### src/rtl/cbt_pkg.sv
// cbt_pkg: types and constants for the camera bearing to target block.
// Holds the CORDIC arctangent table, angle constants and status codes.
// No dependencies.
`timescale 1ns / 1ps
`default_nettype none

package cbt_pkg;

    // angle accumulator: degrees * 2^16, signed
    localparam int ZW = 26;
    localparam int TAB_DEPTH = 24;

    localparam int HEAD_W = 18;
    localparam int FOV_W  = 17;
    localparam int REL_W  = 19;
    localparam int BRG_W  = ZW - 8;
    localparam int SUM_W  = REL_W + 1;

    typedef logic signed [ZW-1:0] t_angle;
    typedef logic [1:0]           t_status;

    localparam t_status ST_OK      = 2'd0;
    localparam t_status ST_AT_CAM  = 2'd1;
    localparam t_status ST_BELOW   = 2'd2;
    localparam t_status ST_ABOVE   = 2'd3;

    localparam t_angle HALF_TURN = 26'sd11796480;
    localparam t_angle ROUND_BIAS = 26'sd128;
    localparam logic signed [SUM_W-1:0] RIGHT_ANGLE_Q8 = 20'sd23040;

    // atan(2^-i) in degrees * 2^16, rounded to nearest
    localparam t_angle ATAN_TAB [0:TAB_DEPTH-1] = '{
        26'sd2949120, 26'sd1740967, 26'sd919879, 26'sd466945,
        26'sd234379,  26'sd117304,  26'sd58666,  26'sd29335,
        26'sd14668,   26'sd7334,    26'sd3667,   26'sd1833,
        26'sd917,     26'sd458,     26'sd229,    26'sd115,
        26'sd57,      26'sd29,      26'sd14,     26'sd7,
        26'sd4,       26'sd2,       26'sd1,      26'sd0
    };

endpackage

`default_nettype wire

### src/rtl/camera_bearing_to_target_top.sv
// camera_bearing_to_target_top: pipelined CORDIC atan2 bearing of a target
// relative to a camera heading, with field-of-view check.
// Depends on cbt_pkg.
`timescale 1ns / 1ps
`default_nettype none

// Usage:
//   Input channel: drive the camera and target fields and raise start; the
//   transfer happens at each rising edge with start high and busy low. busy
//   is always low, so a new item may enter in every cycle.
//   Result channel: o_done is high for exactly one cycle with o_rel_angle
//   and o_status; the receiver takes it at the edge ending that cycle and
//   cannot hold it off.
//   Stages: each item passes one pre-rotation stage, one stage per
//   CORDIC iteration and one rounding/compare stage, in that order,
//   before its result is shown.
//   Throughput: one item per cycle, set by the fully unrolled CORDIC
//   pipeline; results leave in input order.
//   Reset (synchronous, active low) clears all stage valid bits; items in
//   flight are dropped and no result is shown for them.
//   Status: 0 ok, 1 target at camera (angle 0, no view check), 2 below
//   -fov/2, 3 above +fov/2 (checks only with check_view set).
module camera_bearing_to_target_top #(
    parameter int CORDIC_STEPS = 16,
    parameter int POS_BITS     = 16
) (
    input  logic                                   i_clk,
    input  logic                                   i_rst_n,
    input  logic                                   start,
    output logic                                   busy,
    input  logic signed [POS_BITS-1:0]             i_cam_x,
    input  logic signed [POS_BITS-1:0]             i_cam_y,
    input  logic signed [cbt_pkg::HEAD_W-1:0]      i_cam_heading,
    input  logic        [cbt_pkg::FOV_W-1:0]       i_field_of_view,
    input  logic signed [POS_BITS-1:0]             i_target_x,
    input  logic signed [POS_BITS-1:0]             i_target_y,
    input  logic                                   i_check_view,
    output logic                                   o_done,
    output logic signed [cbt_pkg::REL_W-1:0]       o_rel_angle,
    output cbt_pkg::t_status                       o_status
);
    import cbt_pkg::*;

    localparam int N  = CORDIC_STEPS;
    localparam int DW = POS_BITS + 1;
    localparam int W  = POS_BITS + CORDIC_STEPS + 3;

    logic                      r_v    [0:N];
    logic signed [W-1:0]       r_x    [0:N];
    logic signed [W-1:0]       r_y    [0:N];
    t_angle                    r_z    [0:N];
    logic signed [HEAD_W-1:0]  r_head [0:N];
    logic        [FOV_W-1:0]   r_fov  [0:N];
    logic                      r_chk  [0:N];
    logic                      r_zero [0:N];

    logic                      r_done;
    logic signed [REL_W-1:0]   r_rel;
    t_status                   r_status;

    // pre-rotation into the right half plane
    logic signed [DW-1:0] n_dx, n_dy, n_ax, n_ay;
    t_angle               n_z0;

    always_comb begin
        n_dx = DW'(i_target_x) - DW'(i_cam_x);
        n_dy = DW'(i_target_y) - DW'(i_cam_y);
        n_ax = n_dy;
        n_ay = n_dx;
        n_z0 = '0;
        if (n_dy[DW-1]) begin
            n_ax = -n_dy;
            n_ay = -n_dx;
            n_z0 = n_dx[DW-1] ? -HALF_TURN : HALF_TURN;
        end
    end

    assign busy = 1'b0;

    always_ff @(posedge i_clk) begin
        if (!i_rst_n) begin
            r_v[0] <= 1'b0;
        end else begin
            r_v[0] <= start;
        end
    end

    always_ff @(posedge i_clk) begin
        r_x[0]    <= W'(n_ax) <<< N;
        r_y[0]    <= W'(n_ay) <<< N;
        r_z[0]    <= n_z0;
        r_head[0] <= i_cam_heading;
        r_fov[0]  <= i_field_of_view;
        r_chk[0]  <= i_check_view;
        r_zero[0] <= (n_dx == '0) && (n_dy == '0);
    end

    // one CORDIC iteration per stage
    for (genvar k = 0; k < N; k++) begin : g_stage
        logic signed [W-1:0] n_xs, n_ys;
        t_angle              n_zs;

        always_comb begin
            if (!r_y[k][W-1] && (r_y[k] != '0)) begin
                n_xs = r_x[k] + (r_y[k] >>> k);
                n_ys = r_y[k] - (r_x[k] >>> k);
                n_zs = r_z[k] + ATAN_TAB[k];
            end else begin
                n_xs = r_x[k] - (r_y[k] >>> k);
                n_ys = r_y[k] + (r_x[k] >>> k);
                n_zs = r_z[k] - ATAN_TAB[k];
            end
        end

        always_ff @(posedge i_clk) begin
            if (!i_rst_n) begin
                r_v[k+1] <= 1'b0;
            end else begin
                r_v[k+1] <= r_v[k];
            end
        end

        always_ff @(posedge i_clk) begin
            r_x[k+1]    <= n_xs;
            r_y[k+1]    <= n_ys;
            r_z[k+1]    <= n_zs;
            r_head[k+1] <= r_head[k];
            r_fov[k+1]  <= r_fov[k];
            r_chk[k+1]  <= r_chk[k];
            r_zero[k+1] <= r_zero[k];
        end
    end

    // rounding, heading offset and view check
    t_angle                     n_zr;
    logic signed [BRG_W-1:0]    n_brg;
    logic signed [SUM_W-1:0]    n_sum;
    logic signed [SUM_W:0]      n_two, n_fov;
    logic signed [REL_W-1:0]    n_rel;
    t_status                    n_status;

    always_comb begin
        n_zr   = r_z[N] + ROUND_BIAS;
        n_brg  = n_zr[ZW-1:8];
        n_sum  = SUM_W'(r_head[N]) - RIGHT_ANGLE_Q8 + SUM_W'(n_brg);
        n_two  = {n_sum, 1'b0};
        n_fov  = (SUM_W+1)'({1'b0, r_fov[N]});
        n_rel  = n_sum[REL_W-1:0];
        n_status = ST_OK;
        if (r_zero[N]) begin
            n_rel    = '0;
            n_status = ST_AT_CAM;
        end else if (r_chk[N]) begin
            if (n_two < -n_fov) begin
                n_status = ST_BELOW;
            end else if (n_two > n_fov) begin
                n_status = ST_ABOVE;
            end
        end
    end

    always_ff @(posedge i_clk) begin
        if (!i_rst_n) begin
            r_done <= 1'b0;
        end else begin
            r_done <= r_v[N];
        end
    end

    always_ff @(posedge i_clk) begin
        r_rel    <= n_rel;
        r_status <= n_status;
    end

    assign o_done      = r_done;
    assign o_rel_angle = r_rel;
    assign o_status    = r_status;

    a_done_follows_start: assert property (@(posedge i_clk) disable iff (!i_rst_n)
        o_done |-> $past(start, N + 2))
        else $error("result strobe without a matching start transfer");

    a_at_cam_zero: assert property (@(posedge i_clk) disable iff (!i_rst_n)
        (o_done && (o_status == ST_AT_CAM)) |-> (o_rel_angle == '0))
        else $error("target at camera with nonzero angle");

    a_no_check_ok: assert property (@(posedge i_clk) disable iff (!i_rst_n)
        (o_done && !$past(i_check_view, N + 2)) |->
            ((o_status == ST_OK) || (o_status == ST_AT_CAM)))
        else $error("view status set without view check");

    a_x_nonneg: assert property (@(posedge i_clk) disable iff (!i_rst_n)
        r_v[N] |-> !r_x[N][W-1])
        else $error("CORDIC magnitude went negative");

endmodule

`default_nettype wire
### config.mk
export PLATFORM = sky130hd
export DESIGN_NAME = camera_bearing_to_target_top
export DESIGN_NICKNAME = d
export VERILOG_FILES = /design/src/rtl/cbt_pkg.sv /design/src/rtl/camera_bearing_to_target_top.sv
export SDC_FILE = /design/constraint.sdc
export NUM_CORES = 2
export LEC_CHECK = 0
export BUFFER_PORTS_ARGS = -buffer_cell sky130_fd_sc_hd__buf_2
export CORE_ASPECT_RATIO = 1.25
export CORE_MARGIN = 8
export CORE_UTILIZATION = 54
export DETAILED_ROUTE_END_ITERATION = 10
export GPL_ROUTABILITY_DRIVEN = 0
export PLACE_DENSITY = 0.7
export SKIP_CTS_REPAIR_TIMING = 1
export SYNTH_ARGS = -nofsm -noshare
export SYNTH_HDL_FRONTEND = slang
export SYNTH_SLANG_ARGS = --single-unit
### constraint.sdc
create_clock -name i_clk -period 11.7 [get_ports i_clk]
set_input_delay 0.585 -clock i_clk [delete_from_list [all_inputs] [get_ports i_clk]]
set_output_delay 0.585 -clock i_clk [all_outputs]
set_load 0.05 [all_outputs]
==> results.md <==
Floorplanning:
- The number of top-level pins is 126.
- The initialized floorplan defines about 190 standard-cell rows.
- In this run the vertical extent of the chip is 523 um.
- The total die area is 0.220 mm^2.
- The region available for standard cell placement spans approximately 0.20 mm^2.
- The floorplan step set the die width to approximately 420 um.
- Once the floorplan was initialized, standard cells occupied 54.1% of the core.

Timing:
- The final hold violation count is 0.
- For the pin with the worst max-slew slack, the measured transition is 1.34 ns.
- The number of slew-limit violations in the final report came to 0.
- For the final routed database, the setup TNS stands at 0 ns.
- The minimum clock period is 8.08 ns.
- The clock arrives with 0.0827 ns of skew.
- Headroom to the max-slew limit came out at under 10%.
- The period utilization is between 60% and 70%.
- Based on the critical path, the design can be clocked at up to 0.124 GHz.
- Setup repair after global routing left no endpoint under its margin.
- Setup violations remaining at the end of the flow were counted as 0.

Layout:
- Compared with the post-synthesis result, the final layout area differs by 10.0%.
- Summing all multi-input logic gate instances after layout gives 0.0694 mm^2.
- The total of fill cells in the finished design is 17469.
- The total number of nets in the final design is 13972.
- After routing the design area is 0.122 mm^2.
- In the final layout, the share of cells above drive strength 1 is under 10%.
- The count of cells in the finished layout, fillers not included, comes to 15404.
- The combined flip-flop and latch cell area is 0.0389 mm^2.

Placement:
- Including well taps, the total number of placed cells is 15007.
- The sum of net half-perimeters after detailed placement is 222000 um.
- After detailed placement, the total cell area comes to 0.115 mm^2.
- In this run the tool buffered the top-level ports with 124 buffer cells.

Clocking:
- The clock reaches the later pin of the worst-skew pair after approximately 0.9 ns.
- The register clock-pin slew on the reported worst setup and hold paths is 0.06 ns.
- The library cell used as clock root buffer is sky130_fd_sc_hd__clkbuf_16.
- No sink is reached through more buffers than the 3 on the longest clock path.
- TritonCTS created 192 clock buffers.
- The number of H-tree levels is 4.
- The CTS tree is built.
- The CTS sink count is 1942.

Critical path:
- The launch point of the worst path is r_y[0][366]$_DFF_P_.
- The startpoint identified for the worst register-to-register timing path is r_y[0][366]$_DFF_P_.
- For the worst flop-to-flop path, the logic depth is 25.
- The destination of the worst register-to-register timing path is r_x[0][419]$_DFF_P_.
- The path type of the worst setup path is flop to flop.
- For the worst setup path, the data arrival time is between 8 and 9 ns.
- The endpoint kind of the worst setup timing path is a flop.
- For flop-to-flop paths, the worst setup slack is 3.62 ns.
- Along the worst path, the maximum fanout reaches 33.
- Data on the critical path is required at its endpoint by roughly 12 ns.
- The capture point of the worst path is r_x[0][419]$_DFF_P_.
- The startpoint class of the critical path is a flop.

Yosys:
- After synthesis, the mean cell area works out to slightly above 9 um^2.
- Synthesis instantiated 92 different standard cells from the library.
- Yosys mapped a number of flops with a built-in enable equal to 0.
- In the synthesized netlist the async set-or-reset flop fraction comes to 0%.
- Synthesis produced 12244 cells.
- For this run, the register share of the synthesized area comes to a little over a third.
- In this run the cell area of the synthesized design comes to ~0.11 mm^2.
- Synthesis inferred just under 2000 register bits.
- The number of warnings printed during yosys synthesis is 0.
- In the synthesized netlist the dominant register cell turns out to be sky130_fd_sc_hd__dfxtp_1.

Drt:
- After the first detailed-routing iteration, the DRC count stood at around 5000.
- The first TritonRoute pass finished after 6 iterations.
- The number of nets with antenna violations after routing is 0.
- The overall routed net length is 278000 um.
- The average via count per standard cell is 5.78.
- For this run, design rule violations remaining after detail routing come to 0.
- Detailed routing inserted a total of 89084 vias.
- Dividing the detail-routed wire length by the instance count gives 18.1 um.

GRT:
- The number of global-route vias before repair is between 80000 and 90000.
- The largest net degree at the start of global routing is 62.
- The first global-routing pass estimated 442000 um of wire.
- The overflow left after global routing is 0.
- The initial antenna violation count is 3.
- The total track usage is roughly 24%.

Worst hold path:
- The path class of the tightest hold or removal check is input pin to flop.

Job:
- The max-cap check violation count is 0.

Run status:
- The flow ran to the end, and the final reports show no timing, DRC or antenna violations.
-- stage by stage --
stage               hold slack (ns)  worst slack (ns)  utilization, %
detailed placement            0.312              3.79            56.0
global route                0.00470              3.07            59.6
floorplan                     0.310              5.12               -
global placement              0.310              3.91            56.0
finish                       0.0444              3.62            59.6
CTS                          -0.310              3.75            59.4
-- placed cells by master, fill, tap and decap left out, drive strengths merged, types with 262 or more instances in the layout --
cell,synthesis,layout
xor2,526,526
nand2,663,663
o21ai,619,619
clkbuf,130,262
nor2,902,902
nor3,301,301
a21oi,1094,1094
a21o,448,448
xnor2,1189,1189
dfxtp,1942,1942
ha,1318,1318
inv,581,588
-- cells in the mapped netlist, drive strengths merged (158+ instances only) --
cell | count | share of area (%)
ha | 1318 | 15
nand3 | 233 | 1.1
xor2 | 526 | 4.2
dfxtp | 1942 | 35
xnor2 | 1189 | 9.4
nand2b | 158 | 0.89
nor3 | 301 | 1.4
o21bai | 170 | 1.2
nand2 | 663 | 2.2
o31ai | 190 | 1.3
a21oi | 1094 | 4.9
o21ai | 619 | 2.8
a21o | 448 | 3.0
nor2 | 902 | 3.1
inv | 581 | 2.0
-- per-layer routing --
layer / track usage [%] / vias to the layer above / share of wire [%]
met4: 18.4 / 2 / 8.8
met5: 0 / - / 0.0043
met2: 46.2 / 2444 / 51
met3: 3.31 / 1148 / 3.7
li1: - / 44218 / -
met1: 23.0 / 41272 / 36
-- cells by family after synthesis --
logic type / synth area share, %
buffers and inverters: 2.53
other: 0.00338
xor gates and xnor gates: 13.5
and+or+nand+nor: 13.5
adders and majority gates: 15.6
muxes: 0.636
AOI/OAI and AO/OA: 19.1
DFF: 35.1
-- flip-flops by register name, summed over array words and instances (netlist names) --
name / flops
r_v: 17
r_z: 367
r_zero: 17
o_rel_angle: 19
r_x: 426
o_done: 1
r_fov: 289
r_chk: 17
o_status: 2
r_head: 306
r_y: 481
-- worst max-delay path: stages (launching register included) --
cell                        delay, ns
sky130_fd_sc_hd__dfxtp_1         0.36
sky130_fd_sc_hd__nor3_1          0.27
sky130_fd_sc_hd__nand2b_1        0.16
sky130_fd_sc_hd__nor4_1          0.28
sky130_fd_sc_hd__nand2b_1        0.11
sky130_fd_sc_hd__or3_1           0.42
sky130_fd_sc_hd__nor3_1          0.73
sky130_fd_sc_hd__nand4_1         0.78
sky130_fd_sc_hd__nand2b_1        0.33
sky130_fd_sc_hd__clkinv_1        0.27
sky130_fd_sc_hd__buf_4           0.33
sky130_fd_sc_hd__a21oi_1         0.22
sky130_fd_sc_hd__xor2_1          0.24
sky130_fd_sc_hd__ha_1            0.35
sky130_fd_sc_hd__a21o_1          0.22
sky130_fd_sc_hd__a21oi_1         0.25
sky130_fd_sc_hd__nand2b_1        0.08
sky130_fd_sc_hd__a21oi_1         0.11
sky130_fd_sc_hd__o21ai_0         0.15
sky130_fd_sc_hd__o31a_1          0.35
sky130_fd_sc_hd__a31oi_1         0.40
sky130_fd_sc_hd__o22ai_1         0.22
sky130_fd_sc_hd__o41ai_1         0.77
sky130_fd_sc_hd__o2111ai_1       0.21
sky130_fd_sc_hd__a21oi_1         0.22
sky130_fd_sc_hd__xnor2_1         0.08
-- final cells by class --
class                   instances  area share [%]
diodes                          4         0.00820
clock buffers                 262            4.46
clock inverters                94            1.22
inverters                     587            1.81
multi-input cells            9597            56.8
flip-flops and latches       1942            31.9
well taps                    2726            2.80
repair buffers                192            1.00
-- worst min-delay path by stage --
| stage | slack, ns | start | cells after the start | to |
|---|---|---|---|---|
| 3_5_place_dp | 0.31 | r_head[0][142]$_DFF_P_ | 0 | r_head[1][16]$_DFF_P_ |
| 2_1_floorplan | 0.31 | r_chk[0][0]$_DFF_P_ | 0 | r_chk[0][1]$_DFF_P_ |
| 4_1_cts | -0.31 | i_cam_heading[10] | 1 | r_head[0][10]$_DFF_P_ |
| 6_report | 0.04 | i_rst_n | 2 | r_v[13]$_DFF_P_ |
| 3_3_place_gp | 0.31 | r_fov[0][71]$_DFF_P_ | 0 | r_fov[0][88]$_DFF_P_ |
| 5_1_grt | 0.005 | i_rst_n | 2 | r_v[7]$_DFF_P_ |
Power is not shown: default switching activity piles up to over one toggle a cycle in this logic, so the estimate is an artifact.
